==> config.mk <==
export PLATFORM = sky130hd
export DESIGN_NAME = page_replacement_fifo_lru
export DESIGN_NICKNAME = d
export VERILOG_FILES = /design/src/rtl/prfl_pkg.sv /design/src/rtl/page_replacement_fifo_lru.sv /design/src/rtl/prfl_front.sv /design/src/rtl/prfl_rsp_queue.sv /design/src/rtl/prfl_back.sv
export VERILOG_INCLUDE_DIRS = /design/src /design/src/rtl
export SDC_FILE = /design/constraint.sdc
export NUM_CORES = 2
export LEC_CHECK = 0
export ABC_AREA = 0
export BUFFER_PORTS_ARGS = -buffer_cell sky130_fd_sc_hd__buf_2
export CAP_MARGIN = 20
export CORE_MARGIN = 2
export CORE_UTILIZATION = 45
export CTS_CLUSTER_DIAMETER = 120
export DETAILED_ROUTE_END_ITERATION = 8
export PLACE_DENSITY = 0.71
export SYNTH_ARGS = -nofsm -noshare
export SYNTH_HDL_FRONTEND = slang
export SYNTH_SLANG_ARGS = --single-unit
==> constraint.sdc <==
create_clock -name clock -period 15.7 [get_ports clock]
set_input_delay 0.785 -clock clock [delete_from_list [all_inputs] [get_ports clock]]
set_output_delay 0.785 -clock clock [all_outputs]
set_load 0.05 [all_outputs]
==> src/rtl/page_replacement_fifo_lru_macros.svh <==
// Assertion helpers, clocked on clock and quiet during reset.
`ifndef PAGE_REPLACEMENT_FIFO_LRU_MACROS_SVH
`define PAGE_REPLACEMENT_FIFO_LRU_MACROS_SVH

// Same-cycle implication.
`define PRFL_ASSERT_NOW(lbl, ante, cons, msg) \
   lbl: assert property (@(posedge clock) disable iff (reset) (ante) |-> (cons)) \
      else $error(msg);

// Next-cycle implication.
`define PRFL_ASSERT_NEXT(lbl, ante, cons, msg) \
   lbl: assert property (@(posedge clock) disable iff (reset) (ante) |=> (cons)) \
      else $error(msg);

`endif

==> src/rtl/prfl_pkg.sv <==
package prfl_pkg;

   localparam int FRAMES    = 8;
   localparam int PAGE_BITS = 16;
   localparam int FIDX_W    = (FRAMES > 1) ? $clog2(FRAMES) : 1;
   localparam int FP2       = 1 << FIDX_W;
   localparam int STAMP_W   = 32;
   localparam int CNT_W     = 32;
   localparam int CFG_W     = 4;
   localparam int CSR_IDX_W = 1;

   // 2-entry queues on both sides
   localparam int QDEPTH = 2;
   localparam int QPTR_W = 1;
   localparam int QCNT_W = 2;

   localparam logic [CSR_IDX_W-1:0] CSR_POLICY_MODE   = 1'd0;
   localparam logic [CSR_IDX_W-1:0] CSR_FRAMES_IN_USE = 1'd1;

   localparam logic POLICY_FIFO = 1'b0;
   localparam logic POLICY_LRU  = 1'b1;

   localparam logic CMD_REF   = 1'b0;
   localparam logic CMD_CLEAR = 1'b1;

   typedef struct packed {
      logic        cmd;
      logic [15:0] page_number;
   } req_type;

   typedef struct packed {
      logic        hit;
      logic [2:0]  frame_index;
      logic        evicted_valid;
      logic [15:0] evicted_page;
      logic [31:0] fault_count;
      logic [31:0] reference_count;
   } rsp_type;

   // classified request handed from front to back
   typedef struct packed {
      logic                 is_clear;
      logic [PAGE_BITS-1:0] page;
   } op_type;

   // front queue status seen by the back end
   typedef struct packed {
      logic   valid;
      op_type op;
   } op_head_type;

   typedef struct packed {
      logic               valid;
      logic [STAMP_W-1:0] age;
      logic [FIDX_W-1:0]  idx;
   } node_type;

   function automatic logic [CNT_W-1:0] sat_inc(input logic [CNT_W-1:0] v);
      return (v == '1) ? v : v + CNT_W'(1);
   endfunction

endpackage

==> src/rtl/page_replacement_fifo_lru.sv <==
// Page frame set with FIFO or LRU replacement.
// Request channel: a request {cmd, page_number} is taken when push is high and
// full is low; a 2-entry queue holds requests until the frame engine is free.
// Result channel: while empty is low the oldest result sits on rsp_data and is
// taken when pop is high. Every request, clear included, yields one result.
// CSR port: csr_wr_en writes csr_wdata to register csr_index (0 policy_mode,
// 1 frames_in_use); write only while no request is in flight.
// The frame engine takes a request from the queue only in EVAL and only while
// the result queue has room; EVAL compares all frames and forms stamp ages,
// EXEC picks the frame (hit, first empty, or oldest by a compare tree) and
// updates frames and counters, and no new request is taken before EXEC ends.
// Reset: frames empty, counters and stamp zero, FIFO mode, 8 frames in use.
// When pop is held low the result queue fills, the engine stops taking
// requests, and full rises once the request queue is full too; nothing is lost.
module page_replacement_fifo_lru
   import prfl_pkg::*;
(
   input  logic                 clock,
   input  logic                 reset,
   input  logic                 push,
   input  req_type              req_data,
   output logic                 full,
   output logic                 empty,
   input  logic                 pop,
   output rsp_type              rsp_data,
   input  logic                 csr_wr_en,
   input  logic [CSR_IDX_W-1:0] csr_index,
   input  logic [CFG_W-1:0]     csr_wdata
);

   op_head_type head;
   logic        op_pop;
   logic        rsp_full;
   logic        rsp_push;
   rsp_type     rsp_in;

   // request queue and decode
   prfl_front u_front (
      .clock    (clock),
      .reset    (reset),
      .push     (push),
      .req_data (req_data),
      .full     (full),
      .head     (head),
      .op_pop   (op_pop)
   );

   // frame engine: lookup, victim choice, counters, CSRs
   prfl_back u_back (
      .clock     (clock),
      .reset     (reset),
      .csr_wr_en (csr_wr_en),
      .csr_index (csr_index),
      .csr_wdata (csr_wdata),
      .head      (head),
      .op_pop    (op_pop),
      .rsp_full  (rsp_full),
      .rsp_push  (rsp_push),
      .rsp_in    (rsp_in)
   );

   // result queue decouples the engine from a stalled receiver
   prfl_rsp_queue u_rsp_queue (
      .clock    (clock),
      .reset    (reset),
      .rsp_push (rsp_push),
      .rsp_in   (rsp_in),
      .rsp_full (rsp_full),
      .pop      (pop),
      .empty    (empty),
      .rsp_data (rsp_data)
   );

endmodule

==> src/rtl/prfl_front.sv <==
`include "page_replacement_fifo_lru_macros.svh"

module prfl_front
   import prfl_pkg::*;
(
   input  logic        clock,
   input  logic        reset,
   input  logic        push,
   input  req_type     req_data,
   output logic        full,
   output op_head_type head,
   input  logic        op_pop
);

   op_type              slot_ff [QDEPTH];
   logic [QPTR_W-1:0]   wr_ptr_ff, wr_ptr_in;
   logic [QPTR_W-1:0]   rd_ptr_ff, rd_ptr_in;
   logic [QCNT_W-1:0]   count_ff, count_in;
   logic                do_push, do_pop;
   op_type              op_new;

   assign full    = (count_ff == QCNT_W'(QDEPTH));
   assign do_push = push && !full;
   assign do_pop  = op_pop && (count_ff != '0);

   // classify: clear or reference, page cast to the compared width
   always_comb begin
      op_new.is_clear = (req_data.cmd == CMD_CLEAR);
      op_new.page     = PAGE_BITS'(req_data.page_number);
   end

   assign head.valid = (count_ff != '0);
   assign head.op    = slot_ff[rd_ptr_ff];

   always_comb begin
      wr_ptr_in = do_push ? wr_ptr_ff + QPTR_W'(1) : wr_ptr_ff;
      rd_ptr_in = do_pop  ? rd_ptr_ff + QPTR_W'(1) : rd_ptr_ff;
      count_in  = count_ff + QCNT_W'(do_push) - QCNT_W'(do_pop);
   end

   always_ff @(posedge clock) begin
      if (reset) begin
         wr_ptr_ff <= '0;
         rd_ptr_ff <= '0;
         count_ff  <= '0;
      end else begin
         wr_ptr_ff <= wr_ptr_in;
         rd_ptr_ff <= rd_ptr_in;
         count_ff  <= count_in;
      end
   end

   always_ff @(posedge clock) begin
      if (do_push) begin
         slot_ff[wr_ptr_ff] <= op_new;
      end
   end

   `PRFL_ASSERT_NOW(a_front_bound, 1'b1, count_ff <= QCNT_W'(QDEPTH), "front queue overrun")

endmodule

==> src/rtl/prfl_rsp_queue.sv <==
`include "page_replacement_fifo_lru_macros.svh"

module prfl_rsp_queue
   import prfl_pkg::*;
(
   input  logic    clock,
   input  logic    reset,
   input  logic    rsp_push,
   input  rsp_type rsp_in,
   output logic    rsp_full,
   input  logic    pop,
   output logic    empty,
   output rsp_type rsp_data
);

   rsp_type             slot_ff [QDEPTH];
   logic [QPTR_W-1:0]   wr_ptr_ff, wr_ptr_in;
   logic [QPTR_W-1:0]   rd_ptr_ff, rd_ptr_in;
   logic [QCNT_W-1:0]   count_ff, count_in;
   logic                do_push, do_pop;

   assign rsp_full = (count_ff == QCNT_W'(QDEPTH));
   assign empty    = (count_ff == '0);
   assign do_push  = rsp_push && !rsp_full;
   assign do_pop   = pop && !empty;
   assign rsp_data = slot_ff[rd_ptr_ff];

   always_comb begin
      wr_ptr_in = do_push ? wr_ptr_ff + QPTR_W'(1) : wr_ptr_ff;
      rd_ptr_in = do_pop  ? rd_ptr_ff + QPTR_W'(1) : rd_ptr_ff;
      count_in  = count_ff + QCNT_W'(do_push) - QCNT_W'(do_pop);
   end

   always_ff @(posedge clock) begin
      if (reset) begin
         wr_ptr_ff <= '0;
         rd_ptr_ff <= '0;
         count_ff  <= '0;
      end else begin
         wr_ptr_ff <= wr_ptr_in;
         rd_ptr_ff <= rd_ptr_in;
         count_ff  <= count_in;
      end
   end

   always_ff @(posedge clock) begin
      if (do_push) begin
         slot_ff[wr_ptr_ff] <= rsp_in;
      end
   end

   `PRFL_ASSERT_NOW(a_rsp_bound, 1'b1, count_ff <= QCNT_W'(QDEPTH), "result queue overrun")

endmodule

==> src/rtl/prfl_back.sv <==
`include "page_replacement_fifo_lru_macros.svh"

module prfl_back
   import prfl_pkg::*;
(
   input  logic                 clock,
   input  logic                 reset,
   input  logic                 csr_wr_en,
   input  logic [CSR_IDX_W-1:0] csr_index,
   input  logic [CFG_W-1:0]     csr_wdata,
   input  op_head_type          head,
   output logic                 op_pop,
   input  logic                 rsp_full,
   output logic                 rsp_push,
   output rsp_type              rsp_in
);

   localparam logic ST_EVAL = 1'b0;
   localparam logic ST_EXEC = 1'b1;

   logic                  state_ff, state_in;
   logic                  policy_ff;
   logic [CFG_W-1:0]      fcfg_ff;

   logic [FRAMES-1:0]     frame_valid_ff;
   logic [PAGE_BITS-1:0]  frame_page_ff  [FRAMES];
   logic [STAMP_W-1:0]    frame_stamp_ff [FRAMES];
   logic [STAMP_W-1:0]    stamp_ctr_ff;
   logic [CNT_W-1:0]      faults_ff, faults_in;
   logic [CNT_W-1:0]      refs_ff, refs_in;

   // evaluation stage registers
   op_type                op_ff;
   logic [FRAMES-1:0]     hit_vec_ff, hit_vec_in;
   logic [FRAMES-1:0]     empty_vec_ff, empty_vec_in;
   logic [FRAMES-1:0]     act_ff, act_in;
   logic [STAMP_W-1:0]    age_ff [FRAMES];
   logic [STAMP_W-1:0]    age_in [FRAMES];

   logic                  start;
   logic                  hit_any, empty_any, evict;
   logic [FIDX_W-1:0]     hit_idx, empty_idx, slot;
   node_type              tree [1:2*FP2-1];

   assign start    = (state_ff == ST_EVAL) && head.valid && !rsp_full;
   assign op_pop   = start;
   assign rsp_push = (state_ff == ST_EXEC);

   always_comb begin
      unique case (state_ff)
         ST_EVAL: state_in = start ? ST_EXEC : ST_EVAL;
         ST_EXEC: state_in = ST_EVAL;
      endcase
   end

   // frame count 0 acts as 1, counts past FRAMES as FRAMES
   always_comb begin
      for (int i = 0; i < FRAMES; i++) begin
         act_in[i]       = (i == 0) || (32'(fcfg_ff) > 32'(i));
         hit_vec_in[i]   = act_in[i] && frame_valid_ff[i] && (frame_page_ff[i] == head.op.page);
         empty_vec_in[i] = act_in[i] && !frame_valid_ff[i];
         age_in[i]       = stamp_ctr_ff - frame_stamp_ff[i];
      end
   end

   // oldest-stamp search, ties to the lower index
   always_comb begin
      node_type l, r;
      for (int k = 0; k < FP2; k++) begin
         if (k < FRAMES) begin
            tree[FP2+k] = '{valid: act_ff[k], age: age_ff[k], idx: FIDX_W'(k)};
         end else begin
            tree[FP2+k] = '0;
         end
      end
      for (int k = FP2 - 1; k >= 1; k--) begin
         l = tree[2*k];
         r = tree[2*k+1];
         tree[k] = (!r.valid || (l.valid && (l.age >= r.age))) ? l : r;
      end
   end

   always_comb begin
      hit_idx   = '0;
      empty_idx = '0;
      for (int i = FRAMES - 1; i >= 0; i--) begin
         if (hit_vec_ff[i]) begin
            hit_idx = FIDX_W'(i);
         end
         if (empty_vec_ff[i]) begin
            empty_idx = FIDX_W'(i);
         end
      end
      hit_any   = |hit_vec_ff;
      empty_any = |empty_vec_ff;
      evict     = !hit_any && !empty_any;
      slot      = hit_any ? hit_idx : (empty_any ? empty_idx : tree[1].idx);
      faults_in = hit_any ? faults_ff : sat_inc(faults_ff);
      refs_in   = sat_inc(refs_ff);
   end

   always_comb begin
      if (op_ff.is_clear) begin
         rsp_in = '0;
      end else begin
         rsp_in.hit             = hit_any;
         rsp_in.frame_index     = 3'(slot);
         rsp_in.evicted_valid   = evict;
         rsp_in.evicted_page    = evict ? 16'(frame_page_ff[slot]) : '0;
         rsp_in.fault_count     = 32'(faults_in);
         rsp_in.reference_count = 32'(refs_in);
      end
   end

   always_ff @(posedge clock) begin
      if (reset) begin
         state_ff       <= ST_EVAL;
         policy_ff      <= POLICY_FIFO;
         fcfg_ff        <= CFG_W'(8);
         frame_valid_ff <= '0;
         stamp_ctr_ff   <= '0;
         faults_ff      <= '0;
         refs_ff        <= '0;
      end else begin
         state_ff <= state_in;
         if (csr_wr_en) begin
            unique case (csr_index)
               CSR_POLICY_MODE:   policy_ff <= csr_wdata[0];
               CSR_FRAMES_IN_USE: fcfg_ff   <= csr_wdata;
            endcase
         end
         if (state_ff == ST_EXEC) begin
            if (op_ff.is_clear) begin
               frame_valid_ff <= '0;
               stamp_ctr_ff   <= '0;
               faults_ff      <= '0;
               refs_ff        <= '0;
            end else begin
               frame_valid_ff[slot] <= 1'b1;
               stamp_ctr_ff         <= stamp_ctr_ff + STAMP_W'(1);
               faults_ff            <= faults_in;
               refs_ff              <= refs_in;
            end
         end
      end
   end

   // payload: stamps of empty frames are never consulted, so no reset
   always_ff @(posedge clock) begin
      if (start) begin
         op_ff        <= head.op;
         hit_vec_ff   <= hit_vec_in;
         empty_vec_ff <= empty_vec_in;
         act_ff       <= act_in;
         age_ff       <= age_in;
      end
      if ((state_ff == ST_EXEC) && !op_ff.is_clear) begin
         if (!hit_any) begin
            frame_page_ff[slot]  <= op_ff.page;
            frame_stamp_ff[slot] <= stamp_ctr_ff;
         end else if (policy_ff == POLICY_LRU) begin
            frame_stamp_ff[slot] <= stamp_ctr_ff;
         end
      end
   end

   `PRFL_ASSERT_NOW(a_exec_room, state_ff == ST_EXEC, !rsp_full, "result pushed into full queue")
   `PRFL_ASSERT_NOW(a_hit_no_evict, rsp_push, !(rsp_in.hit && rsp_in.evicted_valid), "hit with eviction")
   `PRFL_ASSERT_NEXT(a_clear_empties, (state_ff == ST_EXEC) && op_ff.is_clear, frame_valid_ff == '0, "clear left frames valid")

endmodule

==> metrics.cfg <==
[timing]
fmax_mhz=97.42
fin_skew_ps=30.53
min_period_ps=10270
fin_ws_ps=5435
worst_slew_pin_slew_ps=1102
rsz0062_at_grt=no
fin_crit_sh_pct=65.38
relSlewSlack_pct=26.56
finalSetupViolCount=0
slew_viol_final=0
hold_viol_final=0
setup_tns_ps=0

[synthesis]
synth_enable_flop_cells=884
synth_top_area_cell=edfxtp_1
yosys_most_used_dff=edfxtp_1
synth_cells=4919
yosys_warnings=0
syn_avg_cell_area_sq_um=11.36
yosysMostFrequentCell=edfxtp_1
yosys-top-cells-count=edfxtp_1, ha_1, inv_1
ys_seq_area_share_pct=51.79
synth_seq_cells=1004
synth_top_area_share_pct=47.49
syn-cell-area_sq_um=55890
synth_nets=5433
ys_async_sr_fraction_pct=0
ys_top_cells_by_area=edfxtp_1, ha_1, dfxtp_1, xnor2_1, mux2_2
synth_cell_types=81

[power_and_ir_drop]
irDropWorstVdd_mv=0.1639
swShare_pct=39.10
p_switching_mw=4.155
power.leakage_nw=25.78
powerDensity_nw_per_um2=170.8
seq_power_share_pct=35.2
clkPwrFrac_pct=23.2
p_int_mw=6.471
p_comb_share_pct=41.5

[clock_tree]
cts_resized=0
cts_hold_buf=0
htree_levels=3
post-cts-setup-buffers=0
clkTransAtPathRegs_ps=60
clock-sinks=1004
cts_buffer_depth=3
cts_tree=yes
numCtsBuffers=104
root_buffer=clkbuf_16
clk-insertion-delay-late_ps=730

[global_routing]
grt_pass1_wl_microns=203800
antenna_found_initial=1
grt_use_total_pct=20.31
grt_pass1_vias=37260
grt_start_max_net_pins=182
grt-ovfl-total=0

[die]
io_pins=114
row_count=129
fp.dieH_microns=356.4
start_util_pct=45.27
core_sq_um=123500
die_area_sq_um=127000
die_w_microns=356.4

[worst_setup_path]
crit_start=u_back.age_ff[105]
r2r-start=u_back.age_ff[105]
crit_type=reg -> reg
r2r_setup_slack_ps=5430
cp.buffers_inverters=3
reg2regPathDepth=31
cp.depth=31
crit_path_start_kind=register
endpoint_kind=register
crit_end=u_back.frame_stamp_ff[1][0]
cp_max_fo=63
worst_path_largest_cell_delay_ps=870
rr_endpoint=u_back.frame_stamp_ff[1][0]
cp_slowest_cell=nor2_4
critPathTopFamily=compound AO/OA/AOI/OAI gates
cp.arrival_ps=10600
required_ps=16030

[route]
drc=0
postRouteAntennaNets=0
routed_wl_microns=131300
via_per_inst=5.563
post_drt_wl_per_cell_microns=19.21
first_pass_iters=6
vias=38020
drt_iter0_drc=2812

[final_layout]
finalNetCount=5625
nFillCells=10660
syn_to_final_growth_pct=11.33
drive_above_1_share_pct=10.89

[placed_design]
dpl.hpwl_microns=94210
post-place-ws_ps=5569
gp_congestion=0.9183
port_buffers=113

[job]
drv_cap=0

[run_status]
status=complete, no violations

[worst_hold_path]
hold_class=in -> reg

worst min path at each step:
stage | cells after the start | from | slack (ps) | endpoint
floorplan | 2 | u_back.frame_valid_ff[0] | 440 | u_back.frame_valid_ff[0]
global placement | 2 | u_back.frame_valid_ff[0] | 450 | u_back.frame_valid_ff[0]
detailed placement | 2 | u_back.frame_valid_ff[0] | 470 | u_back.frame_valid_ff[0]
CTS | 1 | req_data[4] | 200 | u_front.slot_ff[0][4]
global route | 1 | req_data[4] | 220 | u_front.slot_ff[0][4]
finish | 1 | req_data[4] | 250 | u_front.slot_ff[0][4]
logic make-up after synthesis:
group,share of synthesized area [%]
buffers and inverters,3.864
xor gates and xnor gates,6.628
DFF,51.79
adders and majority gates,11.01
muxes,5.431
AOI/OAI and AO/OA,11.71
and+or+nand+nor,9.563
power groups by stage:
stage | combinational (mW) | clock [mW] | sequential [mW]
finish | 4.41 | 2.47 | 3.74
global route | 4.88 | 2.61 | 3.79
CTS | 4.38 | 2.51 | 3.74
detailed placement | 4.35 | 0 | 3.79
global placement | 4.26 | 0 | 3.78
floorplan | 3.18 | 0 | 3.84
sequential cells by signal, indices dropped and copies added (netlist names), named ones only:
signal / count
u_rsp_queue.count_ff: 2
u_back.frame_valid_ff: 8
u_back.rsp_push: 1
u_front.rd_ptr_ff: 1
u_back.act_ff: 7
u_front.slot_ff: 34
u_back.frame_stamp_ff: 256
u_back.hit_vec_ff: 8
u_back.empty_vec_ff: 8
u_front.wr_ptr_ff: 1
u_front.count_ff: 2
u_back.age_ff: 256
u_back.op_ff: 17
u_rsp_queue.slot_ff: 170
u_back.fcfg_ff: 4
u_rsp_queue.rd_ptr_ff: 1
u_back.policy_ff: 1
u_back.frame_page_ff: 128
u_back.stamp_ctr_ff: 32
u_back.refs_ff: 32
u_back.faults_ff: 32
u_rsp_queue.wr_ptr_ff: 1
layout by cell type, fill, tap and decap left out, drive strengths merged, types with 27 or more instances in the layout:
cell,netlist,routed
a21o,176,176
a21oi,347,347
and3,51,51
buf,21,193
clkbuf,86,138
clkinv,0,34
dfxtp,120,120
edfxtp,884,884
ha,479,479
inv,461,465
mux2,170,170
mux2i,112,112
nand2,218,218
nand2b,46,46
nand3,80,80
nand4,71,71
nor2,433,433
nor2b,52,52
nor3,81,81
nor4,27,27
o21a,54,54
o21ai,196,196
xnor2,230,230
xor2,193,193
metrics by stage:
step	util [%]	total power, mW	hold WS [ps]	instances	cell area (sq um)
2_1_floorplan	-	7.027	436.8	4919	55890
3_3_place_gp	47.63	8.038	449.7	6639	58810
3_5_place_dp	47.63	8.145	466.5	6639	58810
4_1_cts	50.37	10.63	201.8	6831	62190
5_1_grt	50.39	11.27	220.1	6834	62220
6_report	50.40	10.63	254.0	6835	62230
per-layer routing:
layer	global-route usage [%]	wire, microns	up-vias
met4	6.523	4019	0
met3	2.905	7781	232
met5	0	0	-
met2	33.82	61630	1056
li1	-	-	18310
met1	27.30	57890	18420
cell type report:
cell class | instances | area [sq um] | share of cell area [%]
well taps | 1637 | 2048 | 3.292
diodes | 1 | 2.502 | 0.004021
flip-flops and latches | 1004 | 28960 | 46.53
inverters | 461 | 1730 | 2.781
repair buffers | 193 | 1194 | 1.918
clock buffers | 138 | 2813 | 4.520
clock inverters | 54 | 563.0 | 0.9048
multi-input cells | 3347 | 24920 | 40.05
(Power assumes the default switching activity.)
